File: src/sv/spm_pkg.sv
// ----------------------------------------------------------------------------
// spm_pkg
// Shared widths, codes and types for the seat pressure posture monitor.
// ----------------------------------------------------------------------------
package spm_pkg;

  // Width of one pressure reading
  localparam int SAMPLE_BITS = 12;
  // Width of left + right
  localparam int SUM_W       = SAMPLE_BITS + 1;

  // Configuration register widths
  localparam int LEVEL_THR_W = 12;
  localparam int SIDE_MIN_W  = 13;
  localparam int PCT_W       = 7;
  localparam int MS_W        = 32;
  localparam int CFG_DATA_W  = 32;
  localparam int CFG_IDX_W   = 3;

  // Balance test widths
  localparam int TOT_W  = (SUM_W > SIDE_MIN_W) ? SUM_W : SIDE_MIN_W;
  localparam int HUND_W = 7;
  localparam int PROD_W = ((SUM_W + PCT_W) > (SAMPLE_BITS + HUND_W)) ?
                          (SUM_W + PCT_W) : (SAMPLE_BITS + HUND_W);
  localparam logic [HUND_W-1:0] HUNDRED = HUND_W'(100);

  // Millisecond / second split of the timers
  localparam int MS_PER_SEC = 1000;
  localparam int FRAC_W     = $clog2(MS_PER_SEC);
  localparam int SEC_W      = 23;
  localparam int POSTURE_W  = 3;

  // Input action codes
  localparam logic ACT_TICK   = 1'b0;
  localparam logic ACT_SAMPLE = 1'b1;

  // Register indexes
  localparam logic [CFG_IDX_W-1:0] CFG_SEAT_THR    = 3'd0;
  localparam logic [CFG_IDX_W-1:0] CFG_LUMBAR_THR  = 3'd1;
  localparam logic [CFG_IDX_W-1:0] CFG_SIDE_MIN    = 3'd2;
  localparam logic [CFG_IDX_W-1:0] CFG_BALANCE_PCT = 3'd3;
  localparam logic [CFG_IDX_W-1:0] CFG_BAD_LIMIT   = 3'd4;
  localparam logic [CFG_IDX_W-1:0] CFG_SIT_LIMIT   = 3'd5;
  localparam logic [CFG_IDX_W-1:0] CFG_REPORT_INT  = 3'd6;

  // Register reset values
  localparam logic [LEVEL_THR_W-1:0] RST_SEAT_THR    = 12'd1000;
  localparam logic [LEVEL_THR_W-1:0] RST_LUMBAR_THR  = 12'd2500;
  localparam logic [SIDE_MIN_W-1:0]  RST_SIDE_MIN    = 13'd800;
  localparam logic [PCT_W-1:0]       RST_BALANCE_PCT = 7'd40;
  localparam logic [MS_W-1:0]        RST_BAD_LIMIT   = 32'd30000;
  localparam logic [MS_W-1:0]        RST_SIT_LIMIT   = 32'd120000;
  localparam logic [MS_W-1:0]        RST_REPORT_INT  = 32'd15000;

  // Posture classes
  typedef enum logic [POSTURE_W-1:0] {
    P_EMPTY     = 3'd0,
    P_GOOD      = 3'd1,
    P_LEFT      = 3'd2,
    P_RIGHT     = 3'd3,
    P_NOLUMBAR  = 3'd4,
    P_UNCERTAIN = 3'd5
  } posture_e;

  // Configuration register set
  typedef struct packed {
    logic [LEVEL_THR_W-1:0] seat_thr;
    logic [LEVEL_THR_W-1:0] lumbar_thr;
    logic [SIDE_MIN_W-1:0]  side_min;
    logic [PCT_W-1:0]       balance_pct;
    logic [MS_W-1:0]        bad_limit;
    logic [MS_W-1:0]        sit_limit;
    logic [MS_W-1:0]        report_int;
  } cfg_t;

  // One registered input item
  typedef struct packed {
    logic                   action;
    logic [SAMPLE_BITS-1:0] seat;
    logic [SAMPLE_BITS-1:0] lumbar;
    logic [SAMPLE_BITS-1:0] left;
    logic [SAMPLE_BITS-1:0] right;
  } in_item_t;

endpackage

File: src/sv/spm_in_if.sv
// ----------------------------------------------------------------------------
// spm_in_if
// Input channel: a tick or a pressure sample, valid/ready handshake.
// ----------------------------------------------------------------------------
interface spm_in_if;
  logic                            valid;
  logic                            ready;
  logic                            action;
  logic [spm_pkg::SAMPLE_BITS-1:0] seat_level;
  logic [spm_pkg::SAMPLE_BITS-1:0] lumbar_level;
  logic [spm_pkg::SAMPLE_BITS-1:0] left_level;
  logic [spm_pkg::SAMPLE_BITS-1:0] right_level;

  modport source (
    output valid, action, seat_level, lumbar_level, left_level, right_level,
    input  ready
  );
  modport sink (
    input  valid, action, seat_level, lumbar_level, left_level, right_level,
    output ready
  );
endinterface

File: src/sv/spm_out_if.sv
// ----------------------------------------------------------------------------
// spm_out_if
// Report channel: one posture report per sample, valid/ready handshake.
// ----------------------------------------------------------------------------
interface spm_out_if;
  logic                          valid;
  logic                          ready;
  logic [spm_pkg::POSTURE_W-1:0] posture;
  logic [spm_pkg::SEC_W-1:0]     sitting_seconds;
  logic [spm_pkg::SEC_W-1:0]     bad_seconds;
  logic                          posture_alert;
  logic                          sitting_alert;
  logic                          send_now;

  modport source (
    output valid, posture, sitting_seconds, bad_seconds, posture_alert,
           sitting_alert, send_now,
    input  ready
  );
  modport sink (
    input  valid, posture, sitting_seconds, bad_seconds, posture_alert,
           sitting_alert, send_now,
    output ready
  );
endinterface

File: src/sv/spm_cfg_regs.sv
// ----------------------------------------------------------------------------
// spm_cfg_regs
// Configuration register file, write-only, indexed writes.
// ----------------------------------------------------------------------------
module spm_cfg_regs (
  input  logic                               clk_i,
  input  logic                               rst_ni,
  input  logic                               cfg_we_i,
  input  logic [spm_pkg::CFG_IDX_W-1:0]      cfg_idx_i,
  input  logic [spm_pkg::CFG_DATA_W-1:0]     cfg_data_i,
  output spm_pkg::cfg_t                      cfg_o
);

  spm_pkg::cfg_t cfg_q, cfg_d;

  // Decode the write index and update one register
  always_comb begin
    cfg_d = cfg_q;
    if (cfg_we_i) begin
      unique case (cfg_idx_i)
        spm_pkg::CFG_SEAT_THR:
          cfg_d.seat_thr    = cfg_data_i[spm_pkg::LEVEL_THR_W-1:0];
        spm_pkg::CFG_LUMBAR_THR:
          cfg_d.lumbar_thr  = cfg_data_i[spm_pkg::LEVEL_THR_W-1:0];
        spm_pkg::CFG_SIDE_MIN:
          cfg_d.side_min    = cfg_data_i[spm_pkg::SIDE_MIN_W-1:0];
        spm_pkg::CFG_BALANCE_PCT:
          cfg_d.balance_pct = cfg_data_i[spm_pkg::PCT_W-1:0];
        spm_pkg::CFG_BAD_LIMIT:
          cfg_d.bad_limit   = cfg_data_i[spm_pkg::MS_W-1:0];
        spm_pkg::CFG_SIT_LIMIT:
          cfg_d.sit_limit   = cfg_data_i[spm_pkg::MS_W-1:0];
        spm_pkg::CFG_REPORT_INT:
          cfg_d.report_int  = cfg_data_i[spm_pkg::MS_W-1:0];
        default: ;
      endcase
    end
  end

  always_ff @(posedge clk_i or negedge rst_ni) begin
    if (!rst_ni) begin
      cfg_q.seat_thr    <= spm_pkg::RST_SEAT_THR;
      cfg_q.lumbar_thr  <= spm_pkg::RST_LUMBAR_THR;
      cfg_q.side_min    <= spm_pkg::RST_SIDE_MIN;
      cfg_q.balance_pct <= spm_pkg::RST_BALANCE_PCT;
      cfg_q.bad_limit   <= spm_pkg::RST_BAD_LIMIT;
      cfg_q.sit_limit   <= spm_pkg::RST_SIT_LIMIT;
      cfg_q.report_int  <= spm_pkg::RST_REPORT_INT;
    end else begin
      cfg_q <= cfg_d;
    end
  end

  assign cfg_o = cfg_q;

endmodule

File: src/sv/spm_classify.sv
// ----------------------------------------------------------------------------
// spm_classify
// Sorts one pressure sample into a posture class.
// ----------------------------------------------------------------------------
module spm_classify (
  input  spm_pkg::in_item_t  item_i,
  input  spm_pkg::cfg_t      cfg_i,
  output spm_pkg::posture_e  posture_o
);

  logic [spm_pkg::SUM_W-1:0]       total;
  logic [spm_pkg::SAMPLE_BITS-1:0] diff;
  logic                            left_heavy;
  logic                            right_heavy;
  logic [spm_pkg::PROD_W-1:0]      lhs;
  logic [spm_pkg::PROD_W-1:0]      rhs;
  logic                            below_seat;
  logic                            below_lumbar;
  logic                            below_side;

  // Side sums and the absolute side difference
  assign total       = spm_pkg::SUM_W'(item_i.left) + spm_pkg::SUM_W'(item_i.right);
  assign left_heavy  = item_i.left > item_i.right;
  assign right_heavy = item_i.right > item_i.left;
  assign diff        = left_heavy ? (item_i.left - item_i.right)
                                  : (item_i.right - item_i.left);

  // Imbalance test: 100 * |l - r| against pct * (l + r)
  assign lhs = spm_pkg::PROD_W'(diff) * spm_pkg::PROD_W'(spm_pkg::HUNDRED);
  assign rhs = spm_pkg::PROD_W'(cfg_i.balance_pct) * spm_pkg::PROD_W'(total);

  // Threshold compares
  assign below_seat   = item_i.seat < cfg_i.seat_thr;
  assign below_lumbar = item_i.lumbar < cfg_i.lumbar_thr;
  assign below_side   = spm_pkg::TOT_W'(total) < spm_pkg::TOT_W'(cfg_i.side_min);

  // Priority order of the classes
  always_comb begin
    if (below_seat) begin
      posture_o = spm_pkg::P_EMPTY;
    end else if (below_lumbar) begin
      posture_o = spm_pkg::P_NOLUMBAR;
    end else if (below_side) begin
      posture_o = spm_pkg::P_UNCERTAIN;
    end else if (left_heavy && (lhs > rhs)) begin
      posture_o = spm_pkg::P_LEFT;
    end else if (right_heavy && (lhs > rhs)) begin
      posture_o = spm_pkg::P_RIGHT;
    end else begin
      posture_o = spm_pkg::P_GOOD;
    end
  end

endmodule

File: src/sv/spm_timer.sv
// ----------------------------------------------------------------------------
// spm_timer
// Saturating millisecond timer that also keeps whole seconds.
// ----------------------------------------------------------------------------
module spm_timer (
  input  logic                        clk_i,
  input  logic                        rst_ni,
  input  logic                        inc_i,
  input  logic                        clr_i,
  output logic [spm_pkg::MS_W-1:0]    ms_o,
  output logic [spm_pkg::SEC_W-1:0]   sec_o
);

  localparam logic [spm_pkg::FRAC_W-1:0] FRAC_LAST =
    spm_pkg::FRAC_W'(spm_pkg::MS_PER_SEC - 1);

  logic [spm_pkg::MS_W-1:0]   ms_q, ms_d;
  logic [spm_pkg::FRAC_W-1:0] frac_q, frac_d;
  logic [spm_pkg::SEC_W-1:0]  sec_q, sec_d;
  logic                       sat;

  assign sat = &ms_q;

  // Clear, or advance ms and roll the sub-second count into seconds
  always_comb begin
    ms_d   = ms_q;
    frac_d = frac_q;
    sec_d  = sec_q;
    if (clr_i) begin
      ms_d   = '0;
      frac_d = '0;
      sec_d  = '0;
    end else if (inc_i && !sat) begin
      ms_d = ms_q + 1'b1;
      if (frac_q == FRAC_LAST) begin
        frac_d = '0;
        sec_d  = sec_q + 1'b1;
      end else begin
        frac_d = frac_q + 1'b1;
      end
    end
  end

  always_ff @(posedge clk_i or negedge rst_ni) begin
    if (!rst_ni) begin
      ms_q   <= '0;
      frac_q <= '0;
      sec_q  <= '0;
    end else begin
      ms_q   <= ms_d;
      frac_q <= frac_d;
      sec_q  <= sec_d;
    end
  end

  assign ms_o  = ms_q;
  assign sec_o = sec_q;

endmodule

File: src/sv/seat_pressure_posture_monitor_unit.sv
// ----------------------------------------------------------------------------
// seat_pressure_posture_monitor_unit
// Posture classifier with sitting / bad-posture timers and alert reporting.
// ----------------------------------------------------------------------------
// Usage:
//   in_i   carries either a one-millisecond tick (action = 0) or a sample of
//          seat, lumbar, left and right pressure (action = 1).
//   out_o  carries one report per sample: posture class, sitting and bad
//          posture seconds, both alert flags and the send-now flag. Ticks
//          produce no report.
//   cfg_*  write-only register port; write only while the block is idle.
// Timing:
//   An item is held in the input register, then updates the state; a sample
//   also loads the report register, so out_o.valid rises once the sample moves
//   from the input register into the report register.
//   One item per cycle is sustained unless a sample waits behind a stalled
//   report; the single path from input to report register sets that figure.
// Stall:
//   While a report waits, ticks keep flowing; a sample waits in the input
//   register and in_i.ready drops only while that sample sits behind the
//   waiting report.
// Reset:
//   Timers, flags and occupancy clear; registers take their default values.
// ----------------------------------------------------------------------------
module seat_pressure_posture_monitor_unit (
  input  logic                            clk_i,
  input  logic                            rst_ni,
  spm_in_if.sink                          in_i,
  spm_out_if.source                       out_o,
  input  logic                            cfg_we_i,
  input  logic [spm_pkg::CFG_IDX_W-1:0]   cfg_idx_i,
  input  logic [spm_pkg::CFG_DATA_W-1:0]  cfg_data_i
);

  spm_pkg::cfg_t      cfg;
  spm_pkg::in_item_t  in_q;
  spm_pkg::posture_e  posture;

  logic in_vld_q;
  logic out_vld_q;
  logic adv, tick_go, smp_go;

  logic occupied_q, occupied_d;
  logic bad_timing_q, bad_timing_d;
  logic pa_q, pa_d;
  logic sa_q, sa_d;
  logic [spm_pkg::MS_W-1:0] since_q, since_d;

  logic sit_clr, bad_clr;
  logic [spm_pkg::MS_W-1:0]  sit_ms, bad_ms;
  logic [spm_pkg::SEC_W-1:0] sit_sec, bad_sec;

  logic [spm_pkg::SEC_W-1:0] sit_s, bad_s;
  logic                      send;

  logic [spm_pkg::POSTURE_W-1:0] posture_q;
  logic [spm_pkg::SEC_W-1:0]     sit_s_q, bad_s_q;
  logic                          pa_out_q, sa_out_q, send_q;

  // Configuration registers
  spm_cfg_regs u_cfg (
    .clk_i      (clk_i),
    .rst_ni     (rst_ni),
    .cfg_we_i   (cfg_we_i),
    .cfg_idx_i  (cfg_idx_i),
    .cfg_data_i (cfg_data_i),
    .cfg_o      (cfg)
  );

  // Advance when the item is a tick or the report register can take a report
  assign adv     = in_vld_q && ((in_q.action == spm_pkg::ACT_TICK) ||
                                !out_vld_q || out_o.ready);
  assign tick_go = adv && (in_q.action == spm_pkg::ACT_TICK);
  assign smp_go  = adv && (in_q.action == spm_pkg::ACT_SAMPLE);
  assign in_i.ready = !in_vld_q || adv;

  // Input register
  always_ff @(posedge clk_i or negedge rst_ni) begin
    if (!rst_ni) begin
      in_vld_q <= 1'b0;
    end else if (in_i.ready) begin
      in_vld_q <= in_i.valid;
    end
  end

  always_ff @(posedge clk_i) begin
    if (in_i.ready && in_i.valid) begin
      in_q.action <= in_i.action;
      in_q.seat   <= in_i.seat_level;
      in_q.lumbar <= in_i.lumbar_level;
      in_q.left   <= in_i.left_level;
      in_q.right  <= in_i.right_level;
    end
  end

  // Posture class of the held sample
  spm_classify u_cls (
    .item_i    (in_q),
    .cfg_i     (cfg),
    .posture_o (posture)
  );

  // Sitting and bad-posture timers
  spm_timer u_sit_tmr (
    .clk_i  (clk_i),
    .rst_ni (rst_ni),
    .inc_i  (tick_go && occupied_q),
    .clr_i  (sit_clr),
    .ms_o   (sit_ms),
    .sec_o  (sit_sec)
  );

  spm_timer u_bad_tmr (
    .clk_i  (clk_i),
    .rst_ni (rst_ni),
    .inc_i  (tick_go && bad_timing_q),
    .clr_i  (bad_clr),
    .ms_o   (bad_ms),
    .sec_o  (bad_sec)
  );

  // Session state update for one tick or sample
  always_comb begin
    logic                     sit_down;
    logic                     evt;
    logic                     pa_v, sa_v, bt_v;
    logic [spm_pkg::MS_W-1:0] sit_ms_v, bad_ms_v;

    occupied_d   = occupied_q;
    bad_timing_d = bad_timing_q;
    pa_d         = pa_q;
    sa_d         = sa_q;
    since_d      = since_q;
    sit_clr      = 1'b0;
    bad_clr      = 1'b0;
    sit_s        = '0;
    bad_s        = '0;
    send         = 1'b0;
    evt          = 1'b0;
    sit_down     = !occupied_q;
    pa_v         = sit_down ? 1'b0 : pa_q;
    sa_v         = sit_down ? 1'b0 : sa_q;
    bt_v         = sit_down ? 1'b0 : bad_timing_q;
    sit_ms_v     = sit_down ? '0 : sit_ms;
    bad_ms_v     = bt_v ? bad_ms : '0;

    if (tick_go) begin
      // Free-running report interval, saturating
      if (!(&since_q)) begin
        since_d = since_q + 1'b1;
      end
    end else if (smp_go) begin
      if (posture == spm_pkg::P_EMPTY) begin
        // Stand up ends the session
        if (occupied_q) begin
          occupied_d   = 1'b0;
          bad_timing_d = 1'b0;
          pa_d         = 1'b0;
          sa_d         = 1'b0;
          sit_clr      = 1'b1;
          bad_clr      = 1'b1;
          evt          = 1'b1;
        end
      end else begin
        // Sit down starts a fresh session
        occupied_d = 1'b1;
        if (sit_down) begin
          sit_clr = 1'b1;
          bad_clr = 1'b1;
          evt     = 1'b1;
        end
        sit_s = sit_down ? '0 : sit_sec;
        sa_d  = sa_v;
        if (!sa_v && (sit_ms_v >= cfg.sit_limit)) begin
          sa_d = 1'b1;
          evt  = 1'b1;
        end
        if (posture == spm_pkg::P_GOOD) begin
          bad_timing_d = 1'b0;
          bad_clr      = 1'b1;
          pa_d         = 1'b0;
          if (pa_v) begin
            evt = 1'b1;
          end
        end else begin
          bad_timing_d = 1'b1;
          if (!bt_v) begin
            bad_clr = 1'b1;
          end
          bad_s = bt_v ? bad_sec : '0;
          pa_d  = pa_v;
          if (!pa_v && (bad_ms_v >= cfg.bad_limit)) begin
            pa_d = 1'b1;
            evt  = 1'b1;
          end
        end
      end
      // Report on an event or when the routine interval has run out
      if (evt || (since_q >= cfg.report_int)) begin
        send    = 1'b1;
        since_d = '0;
      end
    end
  end

  // Session state registers
  always_ff @(posedge clk_i or negedge rst_ni) begin
    if (!rst_ni) begin
      occupied_q   <= 1'b0;
      bad_timing_q <= 1'b0;
      pa_q         <= 1'b0;
      sa_q         <= 1'b0;
      since_q      <= '0;
    end else begin
      occupied_q   <= occupied_d;
      bad_timing_q <= bad_timing_d;
      pa_q         <= pa_d;
      sa_q         <= sa_d;
      since_q      <= since_d;
    end
  end

  // Report register valid
  always_ff @(posedge clk_i or negedge rst_ni) begin
    if (!rst_ni) begin
      out_vld_q <= 1'b0;
    end else if (smp_go) begin
      out_vld_q <= 1'b1;
    end else if (out_o.ready) begin
      out_vld_q <= 1'b0;
    end
  end

  // Report register payload
  always_ff @(posedge clk_i) begin
    if (smp_go) begin
      posture_q <= posture;
      sit_s_q   <= sit_s;
      bad_s_q   <= bad_s;
      pa_out_q  <= pa_d;
      sa_out_q  <= sa_d;
      send_q    <= send;
    end
  end

  assign out_o.valid           = out_vld_q;
  assign out_o.posture         = posture_q;
  assign out_o.sitting_seconds = sit_s_q;
  assign out_o.bad_seconds     = bad_s_q;
  assign out_o.posture_alert   = pa_out_q;
  assign out_o.sitting_alert   = sa_out_q;
  assign out_o.send_now        = send_q;

endmodule

File: src/flat_wrapper.sv
// flat-port wrapper written by rule: the top's interface ports become plain ports
module seat_pressure_posture_monitor_unit_flat 
  (clk_i, rst_ni, cfg_we_i, cfg_idx_i, cfg_data_i, in_i_valid, in_i_action, in_i_seat_level, in_i_lumbar_level, in_i_left_level, in_i_right_level, in_i_ready, out_o_valid, out_o_posture, out_o_sitting_seconds, out_o_bad_seconds, out_o_posture_alert, out_o_sitting_alert, out_o_send_now, out_o_ready);
  spm_in_if in_i_i ();
  spm_out_if out_o_i ();
  input  logic clk_i;
  input  logic rst_ni;
  input  logic cfg_we_i;
  input  logic [spm_pkg::CFG_IDX_W-1:0] cfg_idx_i;
  input  logic [spm_pkg::CFG_DATA_W-1:0] cfg_data_i;
  input wire logic [$bits(in_i_i.valid)-1:0] in_i_valid;
  input wire logic [$bits(in_i_i.action)-1:0] in_i_action;
  input wire logic [$bits(in_i_i.seat_level)-1:0] in_i_seat_level;
  input wire logic [$bits(in_i_i.lumbar_level)-1:0] in_i_lumbar_level;
  input wire logic [$bits(in_i_i.left_level)-1:0] in_i_left_level;
  input wire logic [$bits(in_i_i.right_level)-1:0] in_i_right_level;
  output wire logic [$bits(in_i_i.ready)-1:0] in_i_ready;
  output wire logic [$bits(out_o_i.valid)-1:0] out_o_valid;
  output wire logic [$bits(out_o_i.posture)-1:0] out_o_posture;
  output wire logic [$bits(out_o_i.sitting_seconds)-1:0] out_o_sitting_seconds;
  output wire logic [$bits(out_o_i.bad_seconds)-1:0] out_o_bad_seconds;
  output wire logic [$bits(out_o_i.posture_alert)-1:0] out_o_posture_alert;
  output wire logic [$bits(out_o_i.sitting_alert)-1:0] out_o_sitting_alert;
  output wire logic [$bits(out_o_i.send_now)-1:0] out_o_send_now;
  input wire logic [$bits(out_o_i.ready)-1:0] out_o_ready;
  assign in_i_i.valid = in_i_valid;
  assign in_i_i.action = in_i_action;
  assign in_i_i.seat_level = in_i_seat_level;
  assign in_i_i.lumbar_level = in_i_lumbar_level;
  assign in_i_i.left_level = in_i_left_level;
  assign in_i_i.right_level = in_i_right_level;
  assign in_i_ready = in_i_i.ready;
  assign out_o_valid = out_o_i.valid;
  assign out_o_posture = out_o_i.posture;
  assign out_o_sitting_seconds = out_o_i.sitting_seconds;
  assign out_o_bad_seconds = out_o_i.bad_seconds;
  assign out_o_posture_alert = out_o_i.posture_alert;
  assign out_o_sitting_alert = out_o_i.sitting_alert;
  assign out_o_send_now = out_o_i.send_now;
  assign out_o_i.ready = out_o_ready;
  seat_pressure_posture_monitor_unit u_core (.clk_i(clk_i), .rst_ni(rst_ni), .in_i(in_i_i), .out_o(out_o_i), .cfg_we_i(cfg_we_i), .cfg_idx_i(cfg_idx_i), .cfg_data_i(cfg_data_i));
endmodule
File: config.mk
export PLATFORM = sky130hd
export DESIGN_NAME = seat_pressure_posture_monitor_unit_flat
export DESIGN_NICKNAME = d
export VERILOG_FILES = /design/src/sv/spm_pkg.sv /design/src/sv/spm_in_if.sv /design/src/sv/spm_out_if.sv /design/src/sv/spm_cfg_regs.sv /design/src/sv/spm_classify.sv /design/src/sv/spm_timer.sv /design/src/sv/seat_pressure_posture_monitor_unit.sv /design/src/flat_wrapper.sv
export SDC_FILE = /design/constraint.sdc
export NUM_CORES = 1
export LEC_CHECK = 0
export ABC_AREA = 1
export BUFFER_PORTS_ARGS = -buffer_cell sky130_fd_sc_hd__buf_2
export CAP_MARGIN = 5
export CORE_ASPECT_RATIO = 0.5
export CORE_UTILIZATION = 40
export DETAILED_ROUTE_END_ITERATION = 8
export GPL_TIMING_DRIVEN = 0
export PLACE_DENSITY = 0.66
export SYNTH_ARGS = -nofsm -noshare
export SYNTH_HDL_FRONTEND = slang
export SYNTH_SLANG_ARGS = --single-unit
File: constraint.sdc
create_clock -name clk_i -period 7 [get_ports clk_i]
set_input_delay 0.35 -clock clk_i [delete_from_list [all_inputs] [get_ports clk_i]]
set_output_delay 0.35 -clock clk_i [all_outputs]
set_load 0.02 [all_outputs]
==> impl_summary.txt <==
----------------------------------------------------
[Layout]
  Non-filler instance count after layout ... 4,655
  Layout cell share with drive strength beyond 1 ... between 10 and 15%
  Leading cell type in the layout, fill and taps excluded ... sky130_fd_sc_hd__nand2_1
  P&R area growth vs syn ... 20.0%
  Net count, final ... about 4,100
  Post-route cell area ... roughly 33,000 sq um
  Most frequent cells in the layout ... sky130_fd_sc_hd__nand2_1 (624), sky130_fd_sc_hd__inv_1 (584), sky130_fd_sc_hd__nor2_1 (312)
  Fill count ... approximately 6,300

[Timing]
  Max-slew headroom at the worst pin ... 34.0%
  Final sum of negative setup slack ... -78.22 ns
  Setup violation total in the final timing report ... approximately 130
  Final critical path time including I/O delays and setup ... a little under 8 ns
  Tightest hold margin ... 0.0976 ns
  Unrepaired setup endpoints after global routing ... yes
  Maximum operating frequency ... 129 MHz
  Number of max-slew violations in the final report ... 0
  Final number of hold-violating endpoints ... 0
  Transition at the pin with the smallest max-transition slack ... about 1 ns
  Setup slack after layout ... -0.772 ns
  Final clock skew ... 0.0211 ns
  Final cycle utilization of the critical path ... 111%

[Global route]
  Initial antenna violation count ... 6
  Residual overflow from global routing ... 0
  Vias in the first global route ... between 20,000 and 25,000
  Total global-route track usage ... 21.1%
  First-pass GRT wire length ... 122 mm
  Maximum number of pins on one net before global-route repair ... 112

[Critical path]
  Critical Path Stages ... between 40 and 50
  Arrival time at the worst endpoint ... 8.23 ns
  Critical path startpoint category ... flip-flop
  Data required time of the critical path ... between 7 and 8 ns
  Delay of the slowest cell on the worst path ... 0.62 ns
  WS Path Type ... reg2reg
  Path depth of the worst reg2reg path ... 47
  Critical R2R Launch ... u_core.in_q[0]$_DFFE_PP_
  Worst setup path startpoint ... u_core.in_q[0]$_DFFE_PP_
  Kind of cell adding the most delay to the critical path ... adder cells
  Worst-path maximum fanout ... 7
  Critical path buffer and inverter count ... 9
  Slowest stage cell, crit path ... sky130_fd_sc_hd__fa_1
  Critical Path End Type ... flip-flop

[Floorplanning]
  Num ports ... about 140
  Die outline height ... 188 microns
  Number of placement rows ... 67
  Die width ... about 370 microns
  Total core area ... 67,800 sq um
  Initial Utilization ... approximately two fifths
  Die Footprint ... 70,500 sq um

[Routing]
  Remaining DRCs ... 0
  Vias/cell ... just over 5
  Iteration-0 DRC count of the detailed router ... about 1,900
  Number of nets still failing antenna checks after routing ... 0
  Routed WL per cell ... between 15 and 20 microns
  Detailed-route wire length ... 74.9 mm
  Via total after detailed routing ... 23,900
  Total iterations of the first detailed-routing run ... 6

[Yosys]
  Count of distinct cell types in the synthesized netlist ... 66
  Share of the yosys chip area belonging to registers ... 38.9%
  Most common flop cell mapped by yosys ... sky130_fd_sc_hd__dfrtp_1
  Yosys warning count ... 0
  Syn nets ... roughly 3,800
  Async set-reset flop share out of synthesis ... 75.3%
  Synth Cell Area ... 27,800 sq um
  Post-synth EDFFs ... 101
  Avg Cell Area, Syn ... 8.14 sq um
  Cells after synthesis ... 3,412
  Register bit count reported by yosys ... 409

[Job]
  Max-cap check violation count ... 0

[Status]
  Run status ... complete, but fails checks
  Violations in the final reports ... setup timing

[Hold path]
  Path class of the lowest-slack min-delay path ... in2reg
  Number of stages on the worst hold path ... 4
  Launch point of the worst hold path ... out_o_ready

[Placed design]
  Final Wtd Congestion ... 0.957
  Number of buffers inserted by port buffering ... 142
  Post-place setup slack ... -1.44 ns
  Detail Placement HPWL ... 55.2 mm
  Placed Area ... 29,800 sq um
  Number of placed cells counting well taps ... 4,454

[Power]
  Power density over cell area ... 368 nW/um^2
  Worst vdd rail ir drop ... around 0.43 mV
  Static Leak ... roughly 16 nW

[Clock tree]
  Number of clock sinks ... 409
  Clock transition at the register clock pins on the worst setup and hold paths after CTS ... 0.07 ns
  Maximum clock insertion buffer count ... 3
  Worst-skew pair later-pin latency ... 0.59 ns
  Clock buffers created by TritonCTS ... 43
  H-tree Lvls ... 2
  Buffer type at the clock tree root ... sky130_fd_sc_hd__clkbuf_16
  Clock tree from TritonCTS ... built

----------------------------------------------------
layout make-up:
class                      count  area [sq um]  area share (%)
clock buffer                  54          1200            3.60
antenna                        2          5.00          0.0150
multi-input combinational   2306         15100            45.3
tap                          897          1120            3.37
timing repair buffer         265          1960            5.89
buffer                        79           514            1.54
inverter                     617          2330            6.98
clock inverter                26           304           0.913
sequential                   409         10800            32.4
final timing paths:
path                                                     endpoint  slack (ns)
max                         u_core.u_bad_tmr.sec_o[8]$_DFFE_PN0P_       -0.77
min                                u_core.out_o.valid$_DFFE_PN0P_         0.1
max reg2reg                 u_core.u_bad_tmr.sec_o[8]$_DFFE_PN0P_       -0.77
min reg2reg                   u_core.u_cfg.cfg_o[121]$_DFFE_PN0P_        0.48
max in group asynchronous  u_core.u_bad_tmr.sec_o[13]$_DFFE_PN0P_        5.12
min in group asynchronous      u_core.u_cfg.cfg_o[24]$_DFFE_PN0P_        0.35
synthesized netlist by cell type, drive strengths merged, types with 9 or more instances:
library cell	number	area share, %
nand3b	14	0.38
nor3	92	1.8
dfstp	37	3.5
edfxtp	101	11
nor4	27	0.79
o31ai	9	0.24
buf	24	0.60
o21bai	13	0.37
fa	64	4.6
dfrtp	271	24
nand2	652	9.0
or2	16	0.36
nand3	122	2.3
ha	270	12
inv	611	8.3
nand4	72	1.6
xnor2	12	0.38
a211oi	10	0.29
xor2	76	2.4
a21oi	187	3.4
nor2	332	4.6
o21ai	272	4.9
clkbuf	56	0.76
state kept, by name, summed over array words and instances, names as in the netlist:
register                      cells
u_core.pa_q                       1
u_core.out_o.posture_alert        1
u_core.out_o.send_now             1
u_core.bad_timing_q               1
u_core.in_q                      49
u_core.u_bad_tmr.ms_o            32
u_core.out_o.bad_seconds         23
u_core.out_o.posture              3
u_core.since_q                   32
u_core.occupied_q                 1
u_core.u_bad_tmr.sec_o           23
u_core.out_o.valid                1
u_core.out_o.sitting_alert        1
u_core.u_sit_tmr.sec_o           23
u_core.u_cfg.cfg_o              140
u_core.u_sit_tmr.frac_q          10
u_core.in_vld_q                   1
u_core.u_sit_tmr.ms_o            32
u_core.u_bad_tmr.frac_q          10
u_core.out_o.sitting_seconds     23
u_core.sa_q                       1
where the power goes:
group | switching [W] | internal, W | leakage [nW]
clock | 0.00102 | 0.00145 | 0.740
sequential | 0.000286 | 0.00280 | 4.95
combinational | 0.00391 | 0.00279 | 10.3
worst min-delay path: stages:
cell and delay (ns):
sky130_fd_sc_hd__buf_2 0.07, sky130_fd_sc_hd__nor2_1 0.05, sky130_fd_sc_hd__inv_1 0.09, sky130_fd_sc_hd__nand2_1 0.06
repair_timing:
action,in CTS,in global routing
pin swaps,57,32
gates resized for setup,116,83
endpoints found under the hold margin,121,0
setup buffers,41,19
endpoints found under the setup margin,126,126
gates cloned,3,6
hold buffers,51,0
routing by layer:
metal | vias to the layer above | share of wire (%) | track usage (%)
met5 | - | 0 | 0
met4 | 0 | 1.8 | 4.63
met3 | 87 | 4.8 | 2.47
met2 | 590 | 48 | 36.2
met1 | 11500 | 46 | 28.6
li1 | 11700 | - | -
logic make-up after synthesis:
logic type,share of synthesized area (%)
AND/OR/NAND/NOR,21.2
AO/OA/AOI/OAI,10.6
flip-flops,38.9
multiplexers,0.0406
adder cells (fa/ha/maj),16.8
XOR/XNOR,2.78
buffers and inverters,9.71
through the flow:
| stage | utilization [%] | total power, W |
|---|---|---|
| after floorplan | - | 0.00735 |
| after global placement | 43.9 | 0.00850 |
| after detailed placement | 44.0 | 0.00866 |
| after CTS | 48.2 | 0.0119 |
| after global routing | 49.1 | 0.0133 |
| final | 49.1 | 0.0123 |
(Power assumes the default switching activity.)
